===== config.mk =====
export PLATFORM = sky130hd
export DESIGN_NAME = bmf_window_sum
export DESIGN_NICKNAME = d
export VERILOG_FILES = /design/src/rtl/box_mean_filter_7x7_macros.svh /design/src/rtl/bmf_pkg.sv /design/src/rtl/bmf_window_sum.sv
export SDC_FILE = /design/constraint.sdc
export NUM_CORES = 1
export LEC_CHECK = 0
export ABC_AREA = 1
export BUFFER_PORTS_ARGS = -buffer_cell sky130_fd_sc_hd__buf_2
export CAP_MARGIN = 20
export CORE_ASPECT_RATIO = 0.5
export CORE_UTILIZATION = 50
export CTS_CLUSTER_SIZE = 40
export DETAILED_ROUTE_END_ITERATION = 6
export GPL_TIMING_DRIVEN = 0
export HOLD_SLACK_MARGIN = 0.03
export PLACE_DENSITY = 0.69
export SLEW_MARGIN = 20
export SYNTH_ARGS = -nofsm -noshare
export SYNTH_HDL_FRONTEND = slang
export SYNTH_SLANG_ARGS = --single-unit
export TNS_END_PERCENT = 30

===== constraint.sdc =====
create_clock -name clk -period 11.7 [get_ports clk]
set_clock_uncertainty 0.05 [all_clocks]
set_input_delay 0.585 -clock clk [delete_from_list [all_inputs] [get_ports clk]]
set_output_delay 0.585 -clock clk [all_outputs]
set_load 0.05 [all_outputs]

===== src/rtl/box_mean_filter_7x7_macros.svh =====
// Assertion macros shared by the box mean filter modules.
`ifndef BOX_MEAN_FILTER_7X7_MACROS_SVH
`define BOX_MEAN_FILTER_7X7_MACROS_SVH

// Consequent checked in the same cycle as the antecedent.
`define BMF_ASSERT_SAME(lbl, ante, cons, msg) \
	lbl: assert property (@(posedge clk) disable iff (!arst_n) (ante) |-> (cons)) \
		else $error(msg);

// Consequent checked in the cycle after the antecedent.
`define BMF_ASSERT_NEXT(lbl, ante, cons, msg) \
	lbl: assert property (@(posedge clk) disable iff (!arst_n) (ante) |=> (cons)) \
		else $error(msg);

`endif


===== src/rtl/bmf_pkg.sv =====
// Types and constants shared by the box mean filter modules.
`timescale 1ns / 1ps
package bmf_pkg;

	localparam int PIX_W       = 8;
	localparam int ROW_W       = 9;
	localparam int COORD_W     = 9;
	localparam int CFG_W       = 10;
	localparam int CFG_IDX_W   = 2;
	localparam int MAX_HEIGHT  = 512;
	localparam int FIFO_DEPTH  = 8;
	localparam int OUT_TDATA_W = 32;
	localparam int OUT_PAD_W   = OUT_TDATA_W - (2 * COORD_W + PIX_W);

	localparam logic [CFG_IDX_W-1:0] REG_IMAGE_WIDTH  = 2'd0;
	localparam logic [CFG_IDX_W-1:0] REG_IMAGE_HEIGHT = 2'd1;

	// Per-pixel side information that rides along with the data path.
	typedef struct packed {
		logic [COORD_W-1:0] out_row;
		logic [COORD_W-1:0] out_col;
		logic               emit;
		logic               mean_ok;
		logic               rows_ok;
		logic               last;
	} bmf_tag_t;

	// One output pixel as held in the output queue.
	typedef struct packed {
		logic               last;
		logic [PIX_W-1:0]   value;
		logic [COORD_W-1:0] out_col;
		logic [COORD_W-1:0] out_row;
	} bmf_result_t;

endpackage


===== src/rtl/bmf_window_sum.sv =====
// Window sum from running column sums, then division by the window area.
`timescale 1ns / 1ps
module bmf_window_sum import bmf_pkg::*; #(
	parameter int KSIZE = 7,
	parameter int COL_W = 11
) (
	input  logic             clk,
	input  logic             arst_n,
	input  logic             in_valid,
	input  logic [COL_W-1:0] in_colsum,
	input  bmf_tag_t         in_tag,
	output logic             out_valid,
	output logic [PIX_W-1:0] out_value,
	output bmf_tag_t         out_tag
);

	localparam int AREA      = KSIZE * KSIZE;
	localparam int SUM_W     = $clog2(AREA * 255 + 1);
	// Reciprocal error stays below one part in AREA for every reachable sum.
	localparam int DIV_SHIFT = SUM_W + 6;
	localparam int MUL_W     = DIV_SHIFT - $clog2(AREA) + 2;
	localparam int PROD_W    = SUM_W + MUL_W;
	localparam logic [MUL_W-1:0] RECIP = MUL_W'(((2 ** DIV_SHIFT) + AREA - 1) / AREA);

	logic [COL_W-1:0]  col_q [KSIZE];
	logic [SUM_W-1:0]  sum_q;

	logic              valid_s3;
	bmf_tag_t          tag_s3;
	logic              valid_s4;
	bmf_tag_t          tag_s4;
	logic [PROD_W-1:0] prod_s4;

	// The window sum follows the column sums exactly: add the newest, drop the oldest.
	always_ff @(posedge clk or negedge arst_n) begin
		if (!arst_n) begin
			for (int i = 0; i < KSIZE; i++) begin
				col_q[i] <= '0;
			end
			sum_q    <= '0;
			valid_s3 <= 1'b0;
			valid_s4 <= 1'b0;
		end else begin
			if (in_valid) begin
				for (int i = 0; i < KSIZE - 1; i++) begin
					col_q[i] <= col_q[i+1];
				end
				col_q[KSIZE-1] <= in_colsum;
				sum_q <= sum_q + SUM_W'(in_colsum) - SUM_W'(col_q[0]);
			end
			valid_s3 <= in_valid;
			valid_s4 <= valid_s3;
		end
	end

	always_ff @(posedge clk) begin
		tag_s3  <= in_tag;
		tag_s4  <= tag_s3;
		prod_s4 <= PROD_W'(sum_q) * PROD_W'(RECIP);
	end

	assign out_valid = valid_s4;
	assign out_tag   = tag_s4;
	assign out_value = tag_s4.mean_ok ? prod_s4[DIV_SHIFT +: PIX_W] : '0;

endmodule


==> run_results.csv <==
group,metric,value,unit
run_status,status,"completed",
cells_and_area,multi_input_area,0.00451,sq mm
timing,max_slew_margin,59.8,%
clocking,cts_max_path_buffers,2,
cells_and_area,num-fill-cells,1455,
critical_path,cp_data_required_time,11970,ps
floorplan,core,0.0168,sq mm
critical_path,cp-end-kind,"register",
timing,fin_crit_sh,39.0,%
critical_path,path_depth,17,
yosys,synth_compound_area_share,8.28,%
global_routing,grt_pass1_vias,6604,
floorplan,die_x,190,um
place,place_congestion,0.887,
yosys,synth_seq_cells,145,
routing,wl,18.3,mm
clocking,cts_tree,"done",
cells_and_area,seq_area,0.00337,sq mm
routing,vias,6474,
floorplan,core.rowCount,33,
yosys,synth.area.mux_share,0,%
clocking,cts_setup_buffers,0,
routing,wl_met3,891,um
yosys,yosys.area_share.simple,14.1,%
routing,route.met2.wl,8.66,mm
timing,hold-worst-slack,205,ps
floorplan,dieArea,0.0182,sq mm
global_routing,grt_use_total,21.9,%
cells_and_area,layout.cells.non_filler,1323,
routing,drtIter0Drc,264,
routing,top_layer,"met4",
routing,drtPass1Iterations,4,
yosys,synth_area_leaders,"dfrtp_1 (26%), ha_1 (14%), fa_1 (14%), dfxtp_1 (12%), inv_1 (9.3%)",
global_routing,grt_pass1_wl,31.0,mm
timing,tns,0,ps
floorplan,start_util,52.4,%
timing,hold_viol,0,
yosys,synth.distinct_cells,34,
critical_path,cp_slowest_cell,"fa_1",
cells_and_area,final_common_cell,"inv_1",
timing,min_period,4570,ps
clocking,cts-root-buf,"clkbuf_16",
floorplan,io-pin-count,67,
yosys,synthAdderAreaFrac,28.1,%
clocking,cts-resized-gates,0,
critical_path,crit_chain,"ha_1 > fa_1 > inv_1 > fa_1 > inv_1 > fa_1 > inv_1 > fa_1 > inv_1 > ha_1 > a21oi_1 > a21boi_1 > o21ai_0 > nand2_1 > nand3_1 > nand2_1 > nand2_1",
clocking,cts_max_level,4,
clocking,numCtsBuffers,17,
critical_path,cp.arrival,4840,ps
timing,rsz0062_at_grt,"false",
cells_and_area,drive_gt1_share,11.5,%
critical_path,worst_path_largest_cell_delay,540,ps
clocking,cts_hold_buffers,1,
routing,m1WireLength,8.58,mm
yosys,netlist_instances,996,
critical_path,worst_r2r_path_depth,17,
timing,setup_violations,0,
yosys,synth_edf_count,0,
yosys,synth_top_family_by_area,"adder cells",
clocking,clk_latency,430,ps
routing,vias_per_cell,4.89,
cells_and_area,area_delta_synth_final,14.0,%
place,dp.cells,1290,
clocking,path_clk_slew,80,ps
job,maxCapViolCount,0,
yosys,ys_async_sr_fraction,64.1,%
min_path,hold_depth,1,
yosys,yosysTopAreaCell,"dfrtp_1",
yosys,synth_top_area_share,26.4,%
yosys,yosysWarnings,0,
yosys,seq_area_frac_synth,38.2,%
timing,worst_slack,7130,ps
yosys,synth_area_per_cell,8.84,sq um
routing,post_drt_wl_per_cell,13.8,um
yosys,syn_area,0.00881,sq mm
global_routing,grt_max_degree,52,
critical_path,cp_num_buf_inv,4,
critical_path,cp-start-kind,"register",
yosys,synth_flop_cell,"dfrtp_1",
clocking,cts_sinks,145,
place,hpwl,14.3,mm
place,dpl_worst_slack,7170,ps
yosys,synth-xor-area-share,0.696,%
timing,slew_violations,0,
cells_and_area,layout_common_cells,"inv_1 (219), nand2_1 (213), ha_1 (102)",
routing,drc,0,
global_routing,grt-ovfl-total,0,
critical_path,path_delay_family,"adder cells",
min_path,hp-class,"input port to register",
critical_path,path_class,"register to register",
routing,ant_nets,0,
timing,worst_pin_slew,603,ps
cells_and_area,fin_nets,1281,
yosys,synthesis.nets,1194,
place,port_buffers,66,
critical_path,cp_max_fo,7,
timing,fmax,219,MHz
cells_and_area,diodes,0,
floorplan,die_y,95.8,um
global_routing,antenna_found_initial,0,
final cells by class:
cell class | count | share of cell area [%]
Timing Repair Buffer | 68 | 3.73
Tap cell | 227 | 2.83
Clock buffer | 19 | 4.62
Buffer | 21 | 0.897
Sequential cell | 145 | 33.5
Multi-Input combinational cell | 606 | 44.9
Inverter | 224 | 8.37
Clock inverter | 13 | 1.11
cells in the mapped netlist (all sizes together) (4+ instances only):
master,number
xnor2,6
nor3,4
fa,60
nor2,43
nand2,215
clkbuf,9
inv,223
nand3,24
o21ai,101
dfxtp,52
nand4,8
buf,12
a21oi,27
dfrtp,93
ha,102
per-stage QoR:
stage	instance area, sq um	utilization, %
after global placement	9420	56.1
after floorplan	8810	-
after global routing	10000	59.7
after detailed placement	9460	56.3
final	10000	59.7
after CTS	10000	59.7
metal layers:
layer,GRT usage [%],up-vias
met1,27.4,3092
met4,6.05,0
met3,4.67,16
met2,39.0,111
li1,-,3255
met5,0,-
logic make-up after synthesis:
logic type | after synthesis
buffers and inverters | 245
AND/OR/NAND/NOR | 297
AO/OA/AOI/OAI | 140
XOR/XNOR | 7
flip-flops | 145
adder cells (fa/ha/maj) | 162
worst register-to-register path: cells and delay by family, from the launching register on:
kind	cells	cell delay [ps]
compound gates	3	590
buf+inv	4	220
simple gates	4	290
flops	1	500
fa+ha+maj	6	2800
worst paths after layout:
kind	startpoint	slack, ps	end
setup / recovery	sum_q[4]	7130	prod_s4[27]
min in group asynchronous	arst_n	610	col_q[18]
max in group asynchronous	arst_n	10420	col_q[72]
setup reg to reg	sum_q[4]	7130	prod_s4[27]
hold / removal	in_tag[13]	200	tag_s3[13]
hold reg to reg	tag_s3[8]	280	out_tag[8]
sequential cells by signal (all words and copies together), names as in the netlist:
register / count
col_q: 77
out_tag: 22
out_valid: 1
prod_s4: 8
sum_q: 14
tag_s3: 22
valid_s3: 1
Power is left out: the tool's default activity adds up to more than one toggle a clock period on the data nets, which glitch-free logic cannot reach.
