$ cat src/rtl/box_mean_filter_7x7_macros.svh
// Assertion macros shared by the box mean filter modules.
`ifndef BOX_MEAN_FILTER_7X7_MACROS_SVH
`define BOX_MEAN_FILTER_7X7_MACROS_SVH

// Consequent checked in the same cycle as the antecedent.
`define BMF_ASSERT_SAME(lbl, ante, cons, msg) \
	lbl: assert property (@(posedge clk) disable iff (!arst_n) (ante) |-> (cons)) \
		else $error(msg);

// Consequent checked in the cycle after the antecedent.
`define BMF_ASSERT_NEXT(lbl, ante, cons, msg) \
	lbl: assert property (@(posedge clk) disable iff (!arst_n) (ante) |=> (cons)) \
		else $error(msg);

`endif

$ cat src/rtl/bmf_pkg.sv
// Types and constants shared by the box mean filter modules.
`timescale 1ns / 1ps
package bmf_pkg;

	localparam int PIX_W       = 8;
	localparam int ROW_W       = 9;
	localparam int COORD_W     = 9;
	localparam int CFG_W       = 10;
	localparam int CFG_IDX_W   = 2;
	localparam int MAX_HEIGHT  = 512;
	localparam int FIFO_DEPTH  = 8;
	localparam int OUT_TDATA_W = 32;
	localparam int OUT_PAD_W   = OUT_TDATA_W - (2 * COORD_W + PIX_W);

	localparam logic [CFG_IDX_W-1:0] REG_IMAGE_WIDTH  = 2'd0;
	localparam logic [CFG_IDX_W-1:0] REG_IMAGE_HEIGHT = 2'd1;

	// Per-pixel side information that rides along with the data path.
	typedef struct packed {
		logic [COORD_W-1:0] out_row;
		logic [COORD_W-1:0] out_col;
		logic               emit;
		logic               mean_ok;
		logic               rows_ok;
		logic               last;
	} bmf_tag_t;

	// One output pixel as held in the output queue.
	typedef struct packed {
		logic               last;
		logic [PIX_W-1:0]   value;
		logic [COORD_W-1:0] out_col;
		logic [COORD_W-1:0] out_row;
	} bmf_result_t;

endpackage

$ cat src/rtl/bmf_out_fifo.sv
// Output queue that decouples the filter pipeline from the downstream receiver.
`timescale 1ns / 1ps
`include "box_mean_filter_7x7_macros.svh"
module bmf_out_fifo import bmf_pkg::*; #(
	parameter int DEPTH = 8
) (
	input  logic                       clk,
	input  logic                       arst_n,
	input  logic                       push,
	input  bmf_result_t                push_data,
	output logic                       out_valid,
	input  logic                       out_ready,
	output bmf_result_t                out_data,
	output logic [$clog2(DEPTH+1)-1:0] count
);

	localparam int PTR_W = $clog2(DEPTH);
	localparam int CNT_W = $clog2(DEPTH + 1);

	bmf_result_t      slot_q [DEPTH];
	logic [PTR_W-1:0] wr_ptr_q;
	logic [PTR_W-1:0] rd_ptr_q;
	logic [CNT_W-1:0] cnt_q;
	logic             pop;

	assign pop = out_valid && out_ready;

	always_ff @(posedge clk) begin
		if (push) begin
			slot_q[wr_ptr_q] <= push_data;
		end
	end

	always_ff @(posedge clk or negedge arst_n) begin
		if (!arst_n) begin
			wr_ptr_q <= '0;
			rd_ptr_q <= '0;
			cnt_q    <= '0;
		end else begin
			if (push) begin
				wr_ptr_q <= (wr_ptr_q == PTR_W'(DEPTH - 1)) ? '0 : wr_ptr_q + 1'b1;
			end
			if (pop) begin
				rd_ptr_q <= (rd_ptr_q == PTR_W'(DEPTH - 1)) ? '0 : rd_ptr_q + 1'b1;
			end
			if (push && !pop) begin
				cnt_q <= cnt_q + 1'b1;
			end else if (pop && !push) begin
				cnt_q <= cnt_q - 1'b1;
			end
		end
	end

	assign out_valid = (cnt_q != '0);
	assign out_data  = slot_q[rd_ptr_q];
	assign count     = cnt_q;

	`BMF_ASSERT_SAME(a_no_overflow, push && !pop, cnt_q < CNT_W'(DEPTH), "output queue overflow")
	`BMF_ASSERT_NEXT(a_cnt_up, push && !pop, cnt_q == $past(cnt_q) + 1'b1, "queue count did not rise")
	`BMF_ASSERT_NEXT(a_cnt_down, pop && !push, cnt_q == $past(cnt_q) - 1'b1, "queue count did not fall")

endmodule

$ cat config.mk
export PLATFORM = sky130hd
export DESIGN_NAME = bmf_out_fifo
export DESIGN_NICKNAME = d
export VERILOG_FILES = /design/src/rtl/bmf_pkg.sv /design/src/rtl/bmf_out_fifo.sv
export VERILOG_INCLUDE_DIRS = /design/src /design/src/rtl
export SDC_FILE = /design/constraint.sdc
export NUM_CORES = 1
export LEC_CHECK = 0
export ABC_AREA = 1
export BUFFER_PORTS_ARGS = -buffer_cell sky130_fd_sc_hd__buf_2
export CORE_MARGIN = 2
export CORE_UTILIZATION = 57
export CTS_CLUSTER_DIAMETER = 30
export DETAILED_ROUTE_END_ITERATION = 8
export PLACE_DENSITY = 0.76
export RECOVER_POWER = 100
export SYNTH_ARGS = -nofsm -noshare
export SYNTH_HDL_FRONTEND = slang
export SYNTH_SLANG_ARGS = --single-unit
$ cat constraint.sdc
create_clock -name clk -period 5.2 [get_ports clk]
set_clock_uncertainty 0.2 [all_clocks]
set_input_delay 1.56 -clock clk [delete_from_list [all_inputs] [get_ports clk]]
set_output_delay 1.56 -clock clk [all_outputs]
set_load 0.03 [all_outputs]
==> key figures, run 1 <==
Floorplan
  • Full die area: 18400 sq um
  • Row count: 48
  • Area of the placeable core: 17120 sq um
  • Die span in y: 135.7 um
  • Effective utilization at floorplan: 57.73%
  • IO Count: 63
  • Die width: 135.7 um

Critical path
  • Ordered list of cells on the worst path: clkbuf_2 -> nor2_1 -> nor2_1 -> nand2_1 -> nand2_1 -> nand2_1 -> nand2_1 -> clkbuf_1
  • Dominant cell type by count on the critical path: nand2_1
  • Crit path DAT: 2.86 ns
  • CP peak stage delay: 0.91 ns
  • CP Capture Type: output port
  • Slowest CP cell: dfrtp_4
  • Data required time at the worst endpoint: 3.44 ns
  • CP Max Fanout: 71
  • Critical path class: flop to output port
  • Setup slack on the worst flop-to-flop path: 1.64 ns
  • Critical path launch point type: flop

Clock tree
  • Clock Latency Late Sink: 0.50 ns
  • Number of instances resized during post-cts repair: 0
  • Clock-pin slew on the worst setup and hold paths: 0.05 ns
  • Clock tree sinks: 226
  • Library cell used as clock root buffer: clkbuf_16
  • Total number of H-tree levels: 2
  • Post-CTS setup buffer count: 0
  • Longest Clk Path Bufs: 3
  • TritonCTS clock tree: done
  • Inserted Clock Buffers: 36
  • Post-CTS Hold Buffers: 0

Logic synthesis
  • Synth top area share: 65.65%
  • Register area share after synthesis: 68.18%
  • Most area-consuming cells after synthesis: edfxtp_1, nand2_1, nor2_1, inv_1, dfrtp_1
  • Cell Area, Synth: 9881 sq um
  • Avg Inst Size Synth: 9.764 sq um
  • Cells after Synth: 1012
  • Post-synth net total: 1051
  • Most instantiated flip-flop cell in the synthesis netlist: edfxtp_1
  • Number of flops mapped to enable cells by yosys: 216
  • Most numerous cell types in the synthesized netlist: nand2_1, nor2_1, edfxtp_1
  • Top-count cell post-synth: nand2_1
  • Flip-flop and latch count after synthesis: 226
  • Share of synthesized registers carrying an async set or reset: 4.425%
  • Synth cell types: 18
  • Library cell occupying the most area in the post-synthesis netlist: edfxtp_1
  • Synth warnings: 0

Power and ir drop
  • LEAKAGE: 4.912 nW
  • Maximum vdd ir drop: 0.0004164 V
  • Power density normalized to cell area: 614.1 nW/um^2

STA
  • Final Critical Period: 4.624 ns
  • Max Fclk: 216.3 MHz
  • RSZ-0062 raised after global routing: false
  • Number of hold violations in the final report: 0
  • Setup Total Neg Slack: 0 ns
  • Final count of pins violating max slew: 224
  • Post-layout worst setup margin: 0.5761 ns
  • Fin crit share: 88.92%
  • Slew @ Worst Pin: 3.127 ns
  • Slew Limit Headroom: -109.3%
  • Finish-stage setup viols: 0

Global routing
  • GRT Util Overall: 21.48%
  • Pin count of the biggest net entering global routing: 91
  • Number of global-route vias before repair: 6269
  • Aggregate global routing overflow: 0
  • Number of antenna violations at the first check in global routing: 0
  • Wire length of the first global-routing pass: 30050 um

Outcome
  • Status: finished, violations left
  • Failing checks: capacitance limit, slew limit

Detailed routing
  • Final routed wirelength across all metal layers: 19160 um
  • Number of iterations in the first detailed-routing pass: 5
  • Detailed-route wire length per cell: 14.38 um
  • DRT antenna net count: 0
  • Total DRC errors in the routed layout: 0
  • Vias per cell: 4.891
  • Iteration-0 DRC count of the detailed router: 510
  • Vias: 6515

Placement
  • Count of port buffers added during placement: 62
  • Global placer's final weighted congestion: 0.7235
  • Detailed Place HPWL: 9694 um
  • Post-Place Worst Slack: 1.407 ns

Final layout
  • Final nets: 1118
  • Total area of multi-input combinational cells: 2459 sq um
  • Antenna diodes: 0
  • Count of fill cells added during filler insertion: 1261
  • Fraction of final layout cells sized beyond drive strength 1: 6.594%
  • FF/Latch Area: 6741 sq um
  • Relative area change from synthesis to final layout: 15.94%

Min path
  • Path type of the worst min-delay path: flop to flop

Job
  • Total of max-cap violations: 8
## cell type report
type | instances | share of cell area (%)
clock buffer | 43 | 8.279
clock inverter | 23 | 2.446
inverter | 119 | 3.899
multi-input combinational | 627 | 21.46
sequential | 226 | 58.85
tap | 225 | 2.457
timing repair buffer | 69 | 2.610
## per-stage QoR
step | cells | hold slack, ns | total power, W | area, sq um | utilization [%]
final | 1332 | 0.3578 | 0.007035 | 11460 | 66.93
after CTS | 1332 | 0.3582 | 0.007140 | 11590 | 67.73
after global placement | 1266 | 0.3269 | 0.004677 | 10360 | 60.55
after detailed placement | 1266 | 0.3484 | 0.004733 | 10360 | 60.55
after global routing | 1332 | 0.3942 | 0.007447 | 11460 | 66.93
after floorplan | 1012 | 0.3692 | 0.004174 | 9881 | -
## worst paths after layout
check / from / cells after the start / to
setup / recovery: rd_ptr_q[0] / 8 / out_data[9]
hold / removal: count[3] / 2 / count[3]
setup reg to reg: wr_ptr_q[2] / 3 / slot_q[1][10]
hold reg to reg: count[3] / 2 / count[3]
max in group asynchronous: arst_n / 1 / rd_ptr_q[0]
min in group asynchronous: arst_n / 1 / count[3]
## per-layer routing
layer	GRT usage, %	share of wire [%]	vias to the layer above
li1	-	-	3297
met1	25.72	41	2978
met2	37.37	50	191
met3	4.602	6.1	49
met4	9.780	2.8	0
met5	0	0	-
## sequential cells by signal, summed over array words and instances (netlist names)
register / cells
slot_q: 216
rd_ptr_q: 3
count: 4
wr_ptr_q: 3
## cell families after synthesis
family | count (synthesis) | share of synthesized area, %
flops | 226 | 68.18
compound gates | 7 | 0.3545
xor+xnor | 2 | 0.1773
fa+ha+maj | 8 | 1.089
simple gates | 610 | 23.26
buf+inv | 159 | 6.939
## report_power, final
part / internal (W) / switching, W / total [W]
combinational: 0.000605 / 0.00163 / 0.00223
clock: 0.00160 / 0.000793 / 0.00239
sequential: 0.00226 / 0.000153 / 0.00241
## layout by cell type, fill, tap and decap left out
cell / synthesis / final
a21oi_1: 1 / 1
buf_12: 0 / 1
buf_2: 20 / 8
buf_4: 11 / 3
bufinv_16: 0 / 6
clkbuf_1: 4 / 61
clkbuf_16: 0 / 37
clkbuf_2: 0 / 2
clkinv_1: 0 / 6
clkinv_2: 0 / 4
clkinv_4: 0 / 2
clkinvlp_4: 0 / 3
dfrtp_1: 10 / 8
dfrtp_2: 0 / 1
dfrtp_4: 0 / 1
edfxtp_1: 216 / 216
fa_1: 1 / 1
ha_1: 7 / 7
inv_1: 117 / 117
inv_2: 2 / 2
inv_6: 0 / 2
nand2_1: 376 / 376
nand3_1: 5 / 5
nor2_1: 228 / 228
o21ai_0: 6 / 6
or2_2: 1 / 1
xnor2_1: 2 / 2
## worst max-delay path, delay by kind of cell (launching register included)
kind | cells | cell delay, ns
and+or+nand+nor | 6 | 0.53
buffers and inverters | 2 | 0.91
DFF | 1 | 0.91
(Power assumes the default switching activity.)
==> inputs of run 2 (changes only) <==
- CTS_BUF_LIST: unset -> sky130_fd_sc_hd__clkbuf_4 sky130_fd_sc_hd__clkbuf_8
- CTS_CLUSTER_DIAMETER: 30 -> unset
==> key figures, run 2 (synthesis gave the netlist of run 1 again) <==
Final layout
  • Largest reg by FF count: slot_q
  • Final design utilization: 63.57% (-3.4 points)
  • Antenna diodes: 0 (unchanged)
  • Top library cells by usage in the layout, fill and taps aside: nand2_1, nor2_1, edfxtp_1
  • Number of flip-flops in the largest register: 216 (unchanged)
  • Final nets: 1119 (+0.089%)
  • Fraction of final layout cells sized beyond drive strength 1: 6.551% (-0.043 points)
  • Non-Filler Instances: 1324 (-0.60%)
  • Relative area change from synthesis to final layout: 10.12%
  • Most frequent standard cell in the layout excluding fill and tap cells: nand2_1

Critical path
  • Data required time at the worst endpoint: 3.44 ns (about the same)
  • Crit path DAT: 2.85 ns (about the same)
  • Slowest CP cell: dfrtp_4
  • CP peak stage delay: 0.88 ns (-0.03 ns)
  • Critical path class: flop to output port
  • Ordered list of cells on the worst path: clkbuf_2 -> nor2_1 -> nor2_1 -> nand2_1 -> nand2_1 -> nand2_1 -> nand2_1 -> clkbuf_1
  • CP Max Fanout: 71 (unchanged)
  • Critical path launch point type: flop
  • CP Capture Type: output port
  • Worst reg-to-reg path cell count: 3 (unchanged)
  • Dominant cell type by count on the critical path: nand2_1

Power and ir drop
  • Maximum vdd ir drop: 0.0003337 V (-20%)
  • Clock network fraction of design power: 23.2% (-11 points)
  • Power density normalized to cell area: 553.9 nW/um^2 (-9.8%)
  • Net Switching: 0.002412 W (-6.3%)
  • Switching power share of the total: 40.02% (+3.4 points)
  • Pint: 0.003615 W (-19%)
  • Portion of total power attributed to sequential cells: 39.9% (+5.6 points)
  • LEAKAGE: 4.668 nW (-5.0%)
  • Combinational share of power: 36.9% (+5.2 points)

Outcome
  • Status: finished, violations left
  • Failing checks: capacitance limit, slew limit

Clock tree
  • Clock tree sinks: 226 (unchanged)
  • Inserted Clock Buffers: 37 (+2.8%)
  • Longest Clk Path Bufs: 3 (unchanged)
  • Post-CTS setup buffer count: 0 (unchanged)
  • Library cell used as clock root buffer: clkbuf_8
  • Clock-pin slew on the worst setup and hold paths: 0.05 ns (about the same)
  • Post-CTS Hold Buffers: 0 (unchanged)
  • TritonCTS clock tree: done
  • Total number of H-tree levels: 2 (unchanged)
  • Clock Latency Late Sink: 0.51 ns (about the same)
  • Number of instances resized during post-cts repair: 0 (unchanged)

Min path
  • WHS Path Cells: 2 (unchanged)
  • Path type of the worst min-delay path: flop to flop

Detailed routing
  • Vias per cell: 4.894 (about the same)
  • Iteration-0 DRC count of the detailed router: 515 (+0.98%)
  • Vias: 6479 (-0.55%)
  • Number of iterations in the first detailed-routing pass: 5 (unchanged)
  • Total DRC errors in the routed layout: 0 (unchanged)
  • Final routed wirelength across all metal layers: 18750 um (-2.1%)
  • DRT antenna net count: 0 (unchanged)
  • Detailed-route wire length per cell: 14.16 um (-1.5%)

Global routing
  • Pin count of the biggest net entering global routing: 91 (unchanged)
  • Number of global-route vias before repair: 6190 (-1.3%)
  • Aggregate global routing overflow: 0 (unchanged)
  • Busiest layer in global routing: met2
  • GRT Util Overall: 20.89% (-0.59 points)
  • GR Layer Usage met1: 25.21% (-0.50 points)
  • Wire length of the first global-routing pass: 29370 um (-2.2%)
  • Number of antenna violations at the first check in global routing: 0 (unchanged)
  • Global Route met3 Usage: 3.928% (-0.67 points)
  • Global routing met2 resource utilization: 36.62% (-0.76 points)

Placement
  • Post-Place Worst Slack: 1.407 ns (unchanged)
  • Count of port buffers added during placement: 62 (unchanged)
  • Global placer's final weighted congestion: 0.7235 (unchanged)
  • Total instance count after detailed placement: 1266 (unchanged)
  • Detailed Place HPWL: 9694 um (unchanged)

STA
  • RSZ-0062 raised after global routing: false
  • Setup Total Neg Slack: 0 ns (unchanged)
  • Number of hold violations in the final report: 0 (unchanged)
  • Finish-stage setup viols: 0 (unchanged)
  • Post-layout worst setup margin: 0.5872 ns (+0.01109 ns)
  • Fin crit share: 88.71% (-0.21 points)
  • Slew @ Worst Pin: 3.080 ns (-0.04793 ns)
  • Slew Limit Headroom: -106.1% (+3.2 points)
  • Max Fclk: 216.8 MHz (+0.24%)
  • Final Critical Period: 4.613 ns (-0.01109 ns)
  • Final count of pins violating max slew: 224 (unchanged)

Job
  • Total of max-cap violations: 8 (unchanged)

Floorplan
  • Row count: 48 (unchanged)
  • IO Count: 63 (unchanged)
  • Area of the placeable core: 17120 sq um (unchanged)
  • Effective utilization at floorplan: 57.73% (unchanged)
  • Full die area: 18400 sq um (unchanged)
  • Die span in y: 135.7 um (unchanged)
  • Die width: 135.7 um (unchanged)
[run 2: cell count changes in the layout (fill, tap and decap cells not counted), moves of 6 or more]
cell | previous run | this run
clkbuf_1 | 61 | 55
clkbuf_8 | 0 | 39
clkbuf_16 | 37 | 0
bufinv_16 | 6 | 0
clkbuf_4 | 0 | 10
[run 2: layer usage]
layer / vias up / part of all wire (%)
met5: - / 0
met4: 0 / 2.8
met3: 44 / 5.5
met2: 178 / 49
met1: 2982 / 43
li1: 3275 / -
[run 2: final timing paths]
kind                             start             to  slack, ns
max                        rd_ptr_q[0]   out_data[23]       0.59
min                           count[2]       count[2]       0.36
max reg2reg                wr_ptr_q[2]  slot_q[1][11]       1.68
min reg2reg                   count[2]       count[2]       0.36
max in group asynchronous       arst_n    rd_ptr_q[0]       3.57
min in group asynchronous       arst_n       count[3]       0.81
[run 2: layout make-up]
cell class / count / area [sq um]
multi-input cells: 627 / 2459
clock buffers: 49 / 611.8
inverters: 119 / 446.7
fillers: 1341 / 6236
flip-flops and latches: 226 / 6741
well taps: 225 / 281.5
clock inverters: 9 / 41.29
repair buffers: 69 / 299.0
[run 2: power groups by stage]
stage	registers, W	logic (W)	clock network, W
6_report	0.00240	0.00222	0.00140
3_5_place_dp	0.00243	0.00231	0
3_3_place_gp	0.00242	0.00226	0
4_1_cts	0.00239	0.00232	0.00142
2_1_floorplan	0.00237	0.00180	0
5_1_grt	0.00243	0.00250	0.00149
[run 2: worst max-delay path: cells and delay by family (launching register included)]
family | cells | cell delay, ns
flip-flops | 1 | 0.88
AND/OR/NAND/NOR | 6 | 0.48
buffers and inverters | 2 | 0.92
[run 2: per-stage QoR]
step | power (W) | hold slack, ns | cell area (sq um)
finish | 0.006026 | 0.3603 | 10880
global placement | 0.004677 | 0.3269 | 10360
global route | 0.006422 | 0.3956 | 10880
floorplan | 0.004174 | 0.3692 | 9881
CTS | 0.006129 | 0.3596 | 11020
detailed placement | 0.004733 | 0.3484 | 10360
